File: src/rtl/dcb_pkg.sv
// Package for the multilevel DC-balance compensator.
// Holds sizes, codes, channel payload types and the saturating sum helper.
// No dependencies.
package dcb_pkg;

  localparam int SUM_WIDTH  = 16;
  localparam int RUN_SUM_W  = 16;
  localparam int ACTION_W   = 2;
  localparam int SYMBOL_W   = 4;
  localparam int WEIGHT_W   = 6;
  localparam int CFG_ADDR_W = 3;
  localparam int CFG_DATA_W = 32;
  localparam int REG_IDX_W  = 1;

  localparam logic [REG_IDX_W-1:0] REG_MOD_LEVEL   = 1'd0;
  localparam logic [REG_IDX_W-1:0] REG_SYMBOL_MASK = 1'd1;

  localparam logic [1:0]          MOD_LEVEL_RST   = 2'd0;
  localparam logic [SYMBOL_W-1:0] SYMBOL_MASK_RST = 4'd1;

  localparam logic signed [SUM_WIDTH-1:0] SUM_MAX = {1'b0, {(SUM_WIDTH-1){1'b1}}};
  localparam logic signed [SUM_WIDTH-1:0] SUM_MIN = {1'b1, {(SUM_WIDTH-1){1'b0}}};

  typedef enum logic [ACTION_W-1:0] {
    ACT_DATA   = 2'd0,
    ACT_INJECT = 2'd1,
    ACT_CHECK  = 2'd2
  } action_t;

  typedef enum logic [1:0] {
    MODE_2  = 2'd0,
    MODE_4  = 2'd1,
    MODE_8  = 2'd2,
    MODE_16 = 2'd3
  } mode_t;

  typedef struct packed {
    logic [1:0]          mod_level;
    logic [SYMBOL_W-1:0] symbol_mask;
  } cfg_t;

  typedef struct packed {
    logic [ACTION_W-1:0] action;
    logic [SYMBOL_W-1:0] symbol;
  } item_t;

  typedef struct packed {
    logic                        symbol_valid;
    logic [SYMBOL_W-1:0]         symbol_index;
    logic                        balanced;
    logic signed [RUN_SUM_W-1:0] running_sum;
  } result_t;

  function automatic logic signed [SUM_WIDTH-1:0] sat_add(
    input logic signed [SUM_WIDTH-1:0] s,
    input logic signed [WEIGHT_W-1:0]  w
  );
    logic signed [SUM_WIDTH:0] t;
    t = {s[SUM_WIDTH-1], s} + {{(SUM_WIDTH+1-WEIGHT_W){w[WEIGHT_W-1]}}, w};
    if (t[SUM_WIDTH] != t[SUM_WIDTH-1]) begin
      return t[SUM_WIDTH] ? SUM_MIN : SUM_MAX;
    end
    return t[SUM_WIDTH-1:0];
  endfunction

endpackage

File: src/rtl/dcb_in_if.sv
// Input channel of the DC-balance compensator: valid/ready plus one item.
// Depends on dcb_pkg.
interface dcb_in_if
  import dcb_pkg::*;
();
  logic                valid;
  logic                ready;
  logic [ACTION_W-1:0] action;
  logic [SYMBOL_W-1:0] symbol;

  modport source (output valid, action, symbol, input ready);
  modport sink   (input valid, action, symbol, output ready);
endinterface

File: src/rtl/dcb_out_if.sv
// Result channel of the DC-balance compensator: valid/ready plus one result.
// Depends on dcb_pkg.
interface dcb_out_if
  import dcb_pkg::*;
();
  logic                        valid;
  logic                        ready;
  logic                        symbol_valid;
  logic [SYMBOL_W-1:0]         symbol_index;
  logic                        balanced;
  logic signed [RUN_SUM_W-1:0] running_sum;

  modport source (output valid, symbol_valid, symbol_index, balanced, running_sum,
                  input ready);
  modport sink   (input valid, symbol_valid, symbol_index, balanced, running_sum,
                  output ready);
endinterface

File: src/rtl/dcb_regs.sv
// APB-style configuration registers: mode and data symbol mask.
// Depends on dcb_pkg.
module dcb_regs
  import dcb_pkg::*;
(
  input  logic                  clk,
  input  logic                  rst_n,
  input  logic                  psel,
  input  logic                  penable,
  input  logic                  pwrite,
  input  logic [CFG_ADDR_W-1:0] paddr,
  input  logic [CFG_DATA_W-1:0] pwdata,
  output logic [CFG_DATA_W-1:0] prdata,
  output logic                  pready,
  output cfg_t                  cfg
);

  logic [1:0]           mod_level_r;
  logic [SYMBOL_W-1:0]  symbol_mask_r;
  logic [REG_IDX_W-1:0] reg_idx;
  logic                 wr_en;

  assign pready  = 1'b1;
  assign reg_idx = paddr[CFG_ADDR_W-1:2];
  assign wr_en   = psel && penable && pwrite && pready;

  always_ff @(posedge clk) begin
    if (!rst_n) begin
      mod_level_r   <= MOD_LEVEL_RST;
      symbol_mask_r <= SYMBOL_MASK_RST;
    end else if (wr_en) begin
      case (reg_idx)
        REG_MOD_LEVEL:   mod_level_r   <= pwdata[1:0];
        REG_SYMBOL_MASK: symbol_mask_r <= pwdata[SYMBOL_W-1:0];
        default: ;
      endcase
    end
  end

  always_comb begin
    case (reg_idx)
      REG_MOD_LEVEL:   prdata = {{(CFG_DATA_W-2){1'b0}}, mod_level_r};
      REG_SYMBOL_MASK: prdata = {{(CFG_DATA_W-SYMBOL_W){1'b0}}, symbol_mask_r};
      default:         prdata = '0;
    endcase
  end

  assign cfg = {mod_level_r, symbol_mask_r};

endmodule

File: src/rtl/dcb_core.sv
// Disparity datapath: running sum register, level selection and saturating update.
// Depends on dcb_pkg.
module dcb_core
  import dcb_pkg::*;
(
  input  logic    clk,
  input  logic    rst_n,
  input  logic    en,
  input  item_t   item,
  input  cfg_t    cfg,
  output result_t res
);

  logic signed [SUM_WIDTH-1:0]           sum_r;
  logic signed [SUM_WIDTH-1:0]           sum_nxt;
  logic [SYMBOL_W:0]                     n_lv;
  logic [SYMBOL_W-1:0]                   nm1;
  logic [SYMBOL_W-1:0]                   data_idx;
  logic signed [WEIGHT_W-1:0]            w_data;
  logic signed [WEIGHT_W-1:0]            w_inj;
  logic [WEIGHT_W-1:0]                   inj_twice;
  logic [SYMBOL_W-1:0]                   inj_idx;
  logic                                  neg;

  assign n_lv     = (SYMBOL_W+1)'(2) << cfg.mod_level;
  assign nm1      = SYMBOL_W'(n_lv - (SYMBOL_W+1)'(1));
  assign data_idx = item.symbol & cfg.symbol_mask & nm1;
  assign w_data   = $signed({1'b0, data_idx, 1'b0}) - $signed({2'b00, nm1});
  assign neg      = sum_r[SUM_WIDTH-1];

  always_comb begin
    case (mode_t'(cfg.mod_level))
      MODE_2: begin
        w_inj = neg ? 6'sd1 : -6'sd1;
      end
      MODE_4: begin
        if (neg) begin
          w_inj = (sum_r < -1) ? 6'sd3 : 6'sd1;
        end else begin
          w_inj = (sum_r > 1) ? -6'sd3 : -6'sd1;
        end
      end
      MODE_8: begin
        if (neg) begin
          if (sum_r < -5)      w_inj = 6'sd7;
          else if (sum_r < -3) w_inj = 6'sd5;
          else if (sum_r < -1) w_inj = 6'sd3;
          else                 w_inj = 6'sd1;
        end else begin
          if (sum_r > 5)       w_inj = -6'sd7;
          else if (sum_r > 3)  w_inj = -6'sd5;
          else if (sum_r > 1)  w_inj = -6'sd3;
          else                 w_inj = -6'sd1;
        end
      end
      default: begin
        w_inj = '0;
      end
    endcase
  end

  assign inj_twice = {2'b00, nm1} + w_inj;
  assign inj_idx   = inj_twice[SYMBOL_W:1];

  always_comb begin
    sum_nxt          = sum_r;
    res.symbol_valid = 1'b0;
    res.symbol_index = '0;
    res.balanced     = 1'b0;
    case (action_t'(item.action))
      ACT_DATA: begin
        res.symbol_valid = 1'b1;
        res.symbol_index = data_idx;
        sum_nxt          = sat_add(sum_r, w_data);
      end
      ACT_INJECT: begin
        if (mode_t'(cfg.mod_level) != MODE_16) begin
          res.symbol_valid = 1'b1;
          res.symbol_index = inj_idx;
          sum_nxt          = sat_add(sum_r, w_inj);
        end
        res.balanced = (sum_nxt == '0);
      end
      ACT_CHECK: begin
        res.balanced = (sum_r == '0);
      end
      default: ;
    endcase
    res.running_sum = RUN_SUM_W'(sum_nxt);
  end

  always_ff @(posedge clk) begin
    if (!rst_n) begin
      sum_r <= '0;
    end else if (en) begin
      sum_r <= sum_nxt;
    end
  end

`ifndef NO_ASSERTIONS
  a_sum_hold: assert property (@(posedge clk) disable iff (!rst_n)
    !en |=> $stable(sum_r))
    else $error("Disparity sum changed without a transaction.");

  a_idx_in_mode: assert property (@(posedge clk) disable iff (!rst_n)
    (en && res.symbol_valid) |-> ((res.symbol_index & ~nm1) == '0))
    else $error("Emitted level index outside the current mode.");

  a_balanced_zero: assert property (@(posedge clk) disable iff (!rst_n)
    (en && res.balanced) |=> (sum_r == '0))
    else $error("Balanced reported while the sum is not zero.");
`endif

endmodule

File: src/rtl/multilevel_dc_balance_compensator_unit.sv
// Top level of the multilevel DC-balance compensator.
// Depends on dcb_pkg, dcb_in_if, dcb_out_if, dcb_regs and dcb_core.
//
// The unit accepts one transaction per clock cycle while the result side is
// ready, and returns exactly one result per transaction through the input
// register and then the result register. The rate is set by the disparity sum
// register, whose add, saturate and threshold compare are combinational. The
// user must write configuration through the APB port only while no transaction
// is in flight, which the block does not enforce; no clearing pass after reset.
module multilevel_dc_balance_compensator_unit
  import dcb_pkg::*;
(
  input  logic                  clk,
  input  logic                  rst_n,
  dcb_in_if.sink                in_ch,
  dcb_out_if.source             out_ch,
  input  logic                  psel,
  input  logic                  penable,
  input  logic                  pwrite,
  input  logic [CFG_ADDR_W-1:0] paddr,
  input  logic [CFG_DATA_W-1:0] pwdata,
  output logic [CFG_DATA_W-1:0] prdata,
  output logic                  pready
);

  cfg_t    cfg;
  result_t res;
  logic    s1_valid_r;
  item_t   s1_item_r;
  logic    out_valid_r;
  result_t out_res_r;
  logic    advance;

  dcb_regs u_regs (
    .clk     (clk),
    .rst_n   (rst_n),
    .psel    (psel),
    .penable (penable),
    .pwrite  (pwrite),
    .paddr   (paddr),
    .pwdata  (pwdata),
    .prdata  (prdata),
    .pready  (pready),
    .cfg     (cfg)
  );

  dcb_core u_core (
    .clk   (clk),
    .rst_n (rst_n),
    .en    (advance),
    .item  (s1_item_r),
    .cfg   (cfg),
    .res   (res)
  );

  assign advance     = s1_valid_r && (!out_valid_r || out_ch.ready);
  assign in_ch.ready = !s1_valid_r || advance;

  always_ff @(posedge clk) begin
    if (!rst_n) begin
      s1_valid_r  <= 1'b0;
      out_valid_r <= 1'b0;
    end else begin
      if (in_ch.ready) begin
        s1_valid_r <= in_ch.valid;
      end
      if (!out_valid_r || out_ch.ready) begin
        out_valid_r <= s1_valid_r;
      end
    end
  end

  always_ff @(posedge clk) begin
    if (in_ch.valid && in_ch.ready) begin
      s1_item_r.action <= in_ch.action;
      s1_item_r.symbol <= in_ch.symbol;
    end
    if (advance) begin
      out_res_r <= res;
    end
  end

  assign out_ch.valid        = out_valid_r;
  assign out_ch.symbol_valid = out_res_r.symbol_valid;
  assign out_ch.symbol_index = out_res_r.symbol_index;
  assign out_ch.balanced     = out_res_r.balanced;
  assign out_ch.running_sum  = out_res_r.running_sum;

`ifndef NO_ASSERTIONS
  a_result_source: assert property (@(posedge clk) disable iff (!rst_n)
    $rose(out_valid_r) |-> $past(s1_valid_r))
    else $error("Result appeared without a transaction in the input register.");
`endif

endmodule
File: src/flat_wrapper.sv
// flat-port wrapper written by rule: the top's interface ports become plain ports
module multilevel_dc_balance_compensator_unit_flat import dcb_pkg::*;
  (clk, rst_n, psel, penable, pwrite, paddr, pwdata, prdata, pready, in_ch_valid, in_ch_action, in_ch_symbol, in_ch_ready, out_ch_valid, out_ch_symbol_valid, out_ch_symbol_index, out_ch_balanced, out_ch_running_sum, out_ch_ready);
  dcb_in_if in_ch_i ();
  dcb_out_if out_ch_i ();
  input  logic clk;
  input  logic rst_n;
  input  logic psel;
  input  logic penable;
  input  logic pwrite;
  input  logic [CFG_ADDR_W-1:0] paddr;
  input  logic [CFG_DATA_W-1:0] pwdata;
  output logic [CFG_DATA_W-1:0] prdata;
  output logic pready;
  input wire logic [$bits(in_ch_i.valid)-1:0] in_ch_valid;
  input wire logic [$bits(in_ch_i.action)-1:0] in_ch_action;
  input wire logic [$bits(in_ch_i.symbol)-1:0] in_ch_symbol;
  output wire logic [$bits(in_ch_i.ready)-1:0] in_ch_ready;
  output wire logic [$bits(out_ch_i.valid)-1:0] out_ch_valid;
  output wire logic [$bits(out_ch_i.symbol_valid)-1:0] out_ch_symbol_valid;
  output wire logic [$bits(out_ch_i.symbol_index)-1:0] out_ch_symbol_index;
  output wire logic [$bits(out_ch_i.balanced)-1:0] out_ch_balanced;
  output wire logic [$bits(out_ch_i.running_sum)-1:0] out_ch_running_sum;
  input wire logic [$bits(out_ch_i.ready)-1:0] out_ch_ready;
  assign in_ch_i.valid = in_ch_valid;
  assign in_ch_i.action = in_ch_action;
  assign in_ch_i.symbol = in_ch_symbol;
  assign in_ch_ready = in_ch_i.ready;
  assign out_ch_valid = out_ch_i.valid;
  assign out_ch_symbol_valid = out_ch_i.symbol_valid;
  assign out_ch_symbol_index = out_ch_i.symbol_index;
  assign out_ch_balanced = out_ch_i.balanced;
  assign out_ch_running_sum = out_ch_i.running_sum;
  assign out_ch_i.ready = out_ch_ready;
  multilevel_dc_balance_compensator_unit u_core (.clk(clk), .rst_n(rst_n), .in_ch(in_ch_i), .out_ch(out_ch_i), .psel(psel), .penable(penable), .pwrite(pwrite), .paddr(paddr), .pwdata(pwdata), .prdata(prdata), .pready(pready));
endmodule
File: config.mk
export PLATFORM = sky130hd
export DESIGN_NAME = multilevel_dc_balance_compensator_unit_flat
export DESIGN_NICKNAME = d
export VERILOG_FILES = /design/src/rtl/dcb_pkg.sv /design/src/rtl/dcb_in_if.sv /design/src/rtl/dcb_out_if.sv /design/src/rtl/dcb_regs.sv /design/src/rtl/dcb_core.sv /design/src/rtl/multilevel_dc_balance_compensator_unit.sv /design/src/flat_wrapper.sv
export SDC_FILE = /design/constraint.sdc
export NUM_CORES = 1
export LEC_CHECK = 0
export BUFFER_PORTS_ARGS = -buffer_cell sky130_fd_sc_hd__buf_2
export CORE_UTILIZATION = 56
export DETAILED_ROUTE_END_ITERATION = 7
export GPL_ROUTABILITY_DRIVEN = 0
export PLACE_DENSITY = 0.9
export SYNTH_ARGS = -nofsm -noshare
export SYNTH_HDL_FRONTEND = slang
export SYNTH_SLANG_ARGS = --single-unit
File: constraint.sdc
create_clock -name clk -period 6.2 [get_ports clk]
set_input_delay 0.93 -clock clk [delete_from_list [all_inputs] [get_ports clk]]
set_output_delay 0.93 -clock clk [all_outputs]
set_load 0.05 [all_outputs]
==> summary.md <==
| Metric | Value |
|---|---|
| Count of boundary I/O pins | 105 |
| Data required time at the worst endpoint | 6.32 ns |
| Most repeated cell in the gate-level netlist after synthesis | o21ai_0 |
| Proportion of register bits with asynchronous set or reset after synthesis | 0% |
| Clock latency on the worst-skew pair | 0.32 ns |
| Unrepaired setup endpoints after global routing | no |
| Remaining Overflow, GRT | 0 |
| Antenna-violating nets left | 0 |
| Number of nets at the end of the flow | between 700 and 800 |
| Drt first-iter violations | 447 |
| Core box area | just under 0.009 mm² |
| Global-route wire length before repair | 20.4 mm |
| # fillers | 770 |
| Total non-filler cell area in the finished layout | 0.00527 mm² |
| Top post-synthesis cells by area | edfxtp_1 17%, ha_1 11%, dfxtp_1 9.6% |
| Clk buf depth | 2 |
| Cell area after synthesis | around 0.005 mm² |
| Final min period | between 5 and 6 ns |
| CP Data Arrival Time | 5.74 ns |
| Max VDD drop | 0.000122 V |
| #FFs+latches synth | between 50 and 60 |
| Worst-case hold slack | roughly 0.53 ns |
| Run status | finished clean |
| Overall Global Routing Usage | 28.4% |
| Cell types with the highest counts after synthesis | 46 x o21ai_0, 45 x ha_1, 40 x a21oi_1 |
| Commonest register cell after synthesis | edfxtp_1 |
| Synth top area share | 16.9% |
| Largest net degree at the start of global routing | 45 |
| Chip Width | 96.4 µm |
| Via Count | 4763 |
| Gate count of the mapped netlist | 579 |
| Final setup skew | 0.00702 ns |
| Number of DRC violations after detailed routing | 0 |
| Total count of hold-check failures in the final report | 0 |
| Number of search-and-repair iterations in the first detailed-routing pass | 6 |
| Number of I/O port buffers | 45 |
| Number of enable-type register cells in the synthesized netlist | 28 |
| Sequential fraction of the synthesis area | 26.5% |
| CTS tree | done |
| Type of the worst setup path | register to register |
| Portion of the clock cycle consumed by the worst path in the final layout | about nine tenths |
| Number of buffers and inverters on the critical path | 0 |
| Routed length per placed instance | approximately 18 µm |
| Placed instance area | 0.00519 mm² |
| Initial cell density of the core | 57.5% |
| Die Y | 96.4 µm |
| Buffer cell driving the clock tree root | clkbuf_8 |
| Final Setup Violations | 0 |
| Sort of element at the start of the critical path | register |
| Number of global-route vias before repair | 4391 |
| Max Clk Rate | between 0.15 and 0.2 GHz |
| Maximum fanout count along the critical path | 8 |
| Number of buffers added by the clock tree synthesis step | 5 |
| Post-CTS setup repair buffer count | 0 |
| Share of cells above drive strength 1 | 13.5% |
| Post-synth top area cell | edfxtp_1 |
| CTS H-tree lvls | 2 |
| Measured slew at the worst slew-check pin | 0.745 ns |
| Site row count | 34 |
| Number of warnings reported in the yosys synthesis log | 0 |
| Total die area | ~0.0093 mm² |
| Max-slew violation count | 0 |
| Total half-perimeter wirelength after legalization and detailed placement | 9.76 mm |
| P per Cell Area | about 300 mW/mm² |
| Worst-path clk slew | roughly 0.10 ns |
| Top cell by count, worst path | a21oi_1 |
| Number of antenna repair diodes | 0 |
| Mean area per synthesized cell | 8.61 µm² |
| Critical path's top delay family | compound AO/OA/AOI/OAI gates |
| Final setup TNS | 0 ns |
| Biggest cell delay along the critical path | around 0.63 ns |
| CTS sink cnt | 52 |
| Number of hold-repair buffers added at the cts stage | 0 |
| Ordered cell list for the critical path | nand4_1, nor4_1, a31oi_1, o221ai_1, o21ai_0, a21oi_1, ha_1, a21oi_1, o22ai_2, o2111ai_2, nand2_4, a22oi_2, a311oi_1, or4_1, or4b_1, o31ai_2 |
| Number of max-cap violations | 0 |
| HP Class | register to register |
| CTS-repair resized insts | 0 |
| Critical path capture point type | register |
| Post-DR vias/cell | 6.58 |
| Signed area change from the synthesized netlist to the final layout | 5.72% |
| Leakage component of the power | 2.28 nW |
| Routed WL | ~13 mm |
| Number of different library cells in the post-synthesis netlist | 76 |
| Cell with the largest stage delay on the worst path | nor4_1 |
| Antenna violations before repair | 0 |
| Worst max-slew margin expressed relative to the limit | 49.0% |
[sequential cells by signal, summed over array words and instances (netlist names)]
signal,cells
u_core.u_regs.mod_level_r,2
u_core.s1_valid_r,1
u_core.out_ch.valid,1
u_core.out_ch.running_sum,16
u_core.out_ch.balanced,1
u_core.s1_item_r,6
u_core.u_regs.symbol_mask_r,4
u_core.out_ch.symbol_index,4
u_core.u_core.sum_r,16
u_core.out_ch.symbol_valid,1
[per-stage QoR]
stage | setup slack, ns | power [W] | utilization, % | instances
6_report | 0.572 | 0.00155 | 60.7 | 724
5_1_grt | 0.307 | 0.00163 | 60.7 | 724
4_1_cts | 0.820 | 0.00152 | 60.7 | 724
3_5_place_dp | 0.821 | 0.00133 | 59.8 | 716
3_3_place_gp | 1.02 | 0.00130 | 59.8 | 716
2_1_floorplan | 1.18 | 0.00116 | - | 606
[power breakdown]
group	total, W	leakage [nW]	switching (W)	internal, W
registers	0.000432	0.465	0.0000302	0.000402
clock network	0.000194	0.0422	0.000114	0.0000796
logic	0.000924	1.77	0.000590	0.000333
total	0.00155	2.28	0.000735	0.000815
[kinds of logic after synthesis]
kind of cell	Yosys count	share of synthesized area [%]
xor+xnor	31	5.45
mux	10	2.06
flops	52	26.5
buf+inv	73	7.96
other cells	2	0.151
fa+ha+maj	48	12.5
simple gates	157	16.1
compound gates	206	29.3
[worst register-to-register path: stages (launching register included)]
cell and delay [ns]:
dfxtp_1 0.54, nand4_1 0.14, nor4_1 0.63, a31oi_1 0.18, o221ai_1 0.26, o21ai_0 0.13
a21oi_1 0.39, ha_1 0.33, a21oi_1 0.22, o22ai_2 0.14, o2111ai_2 0.30, nand2_4 0.14
a22oi_2 0.44, a311oi_1 0.25, or4_1 0.53, or4b_1 0.50, o31ai_2 0.30
[area by class of cell]
type / instances / area (µm²) / area share, %
clock buffers: 7 / 76.3 / 1.45
flip-flops and latches: 52 / 1320 / 25.1
clock inverters: 1 / 5.00 / 0.0949
inverters: 23 / 86.3 / 1.64
multi-input cells: 481 / 3370 / 63.9
well taps: 108 / 135 / 2.56
repair buffers: 52 / 278 / 5.27
[final timing paths]
kind | from | end | slack (ns) | cells after the start
hold / removal | u_core.u_regs.symbol_mask_r[0]$_SDFFE_PN1P_ | u_core.u_regs.symbol_mask_r[0]$_SDFFE_PN1P_ | 0.53 | 2
setup / recovery | u_core.u_core.sum_r[3]$_SDFFE_PN0P_ | u_core.out_ch.balanced$_DFFE_PP_ | 0.57 | 16
hold reg to reg | u_core.u_regs.symbol_mask_r[0]$_SDFFE_PN1P_ | u_core.u_regs.symbol_mask_r[0]$_SDFFE_PN1P_ | 0.53 | 2
setup reg to reg | u_core.u_core.sum_r[3]$_SDFFE_PN0P_ | u_core.out_ch.balanced$_DFFE_PP_ | 0.57 | 16
[layer usage]
layer  wire length [µm]  up-vias  global-route usage (%)  share of wire, %
li1                   -     2200                       -                 -
met1               4900     2187                    33.6                38
met2               6150      317                    48.9                48
met3               1290       59                    5.77                10
met4                544        0                    14.0               4.2
met5                  0        -                       0                 0
[placed cells by master (no fill, tap or decap), types with 21 or more instances in the layout]
cell type  netlist  final
a21oi_1         40     40
buf_2            2     45
conb_1           2     29
dfxtp_1         24     24
edfxtp_1        28     28
ha_1            45     45
inv_1           21     21
nand2_1         38     38
nor2_1          34     34
o21ai_0         46     46
xnor2_1         22     22
No activity file was read; power rests on OpenSTA's default activity.
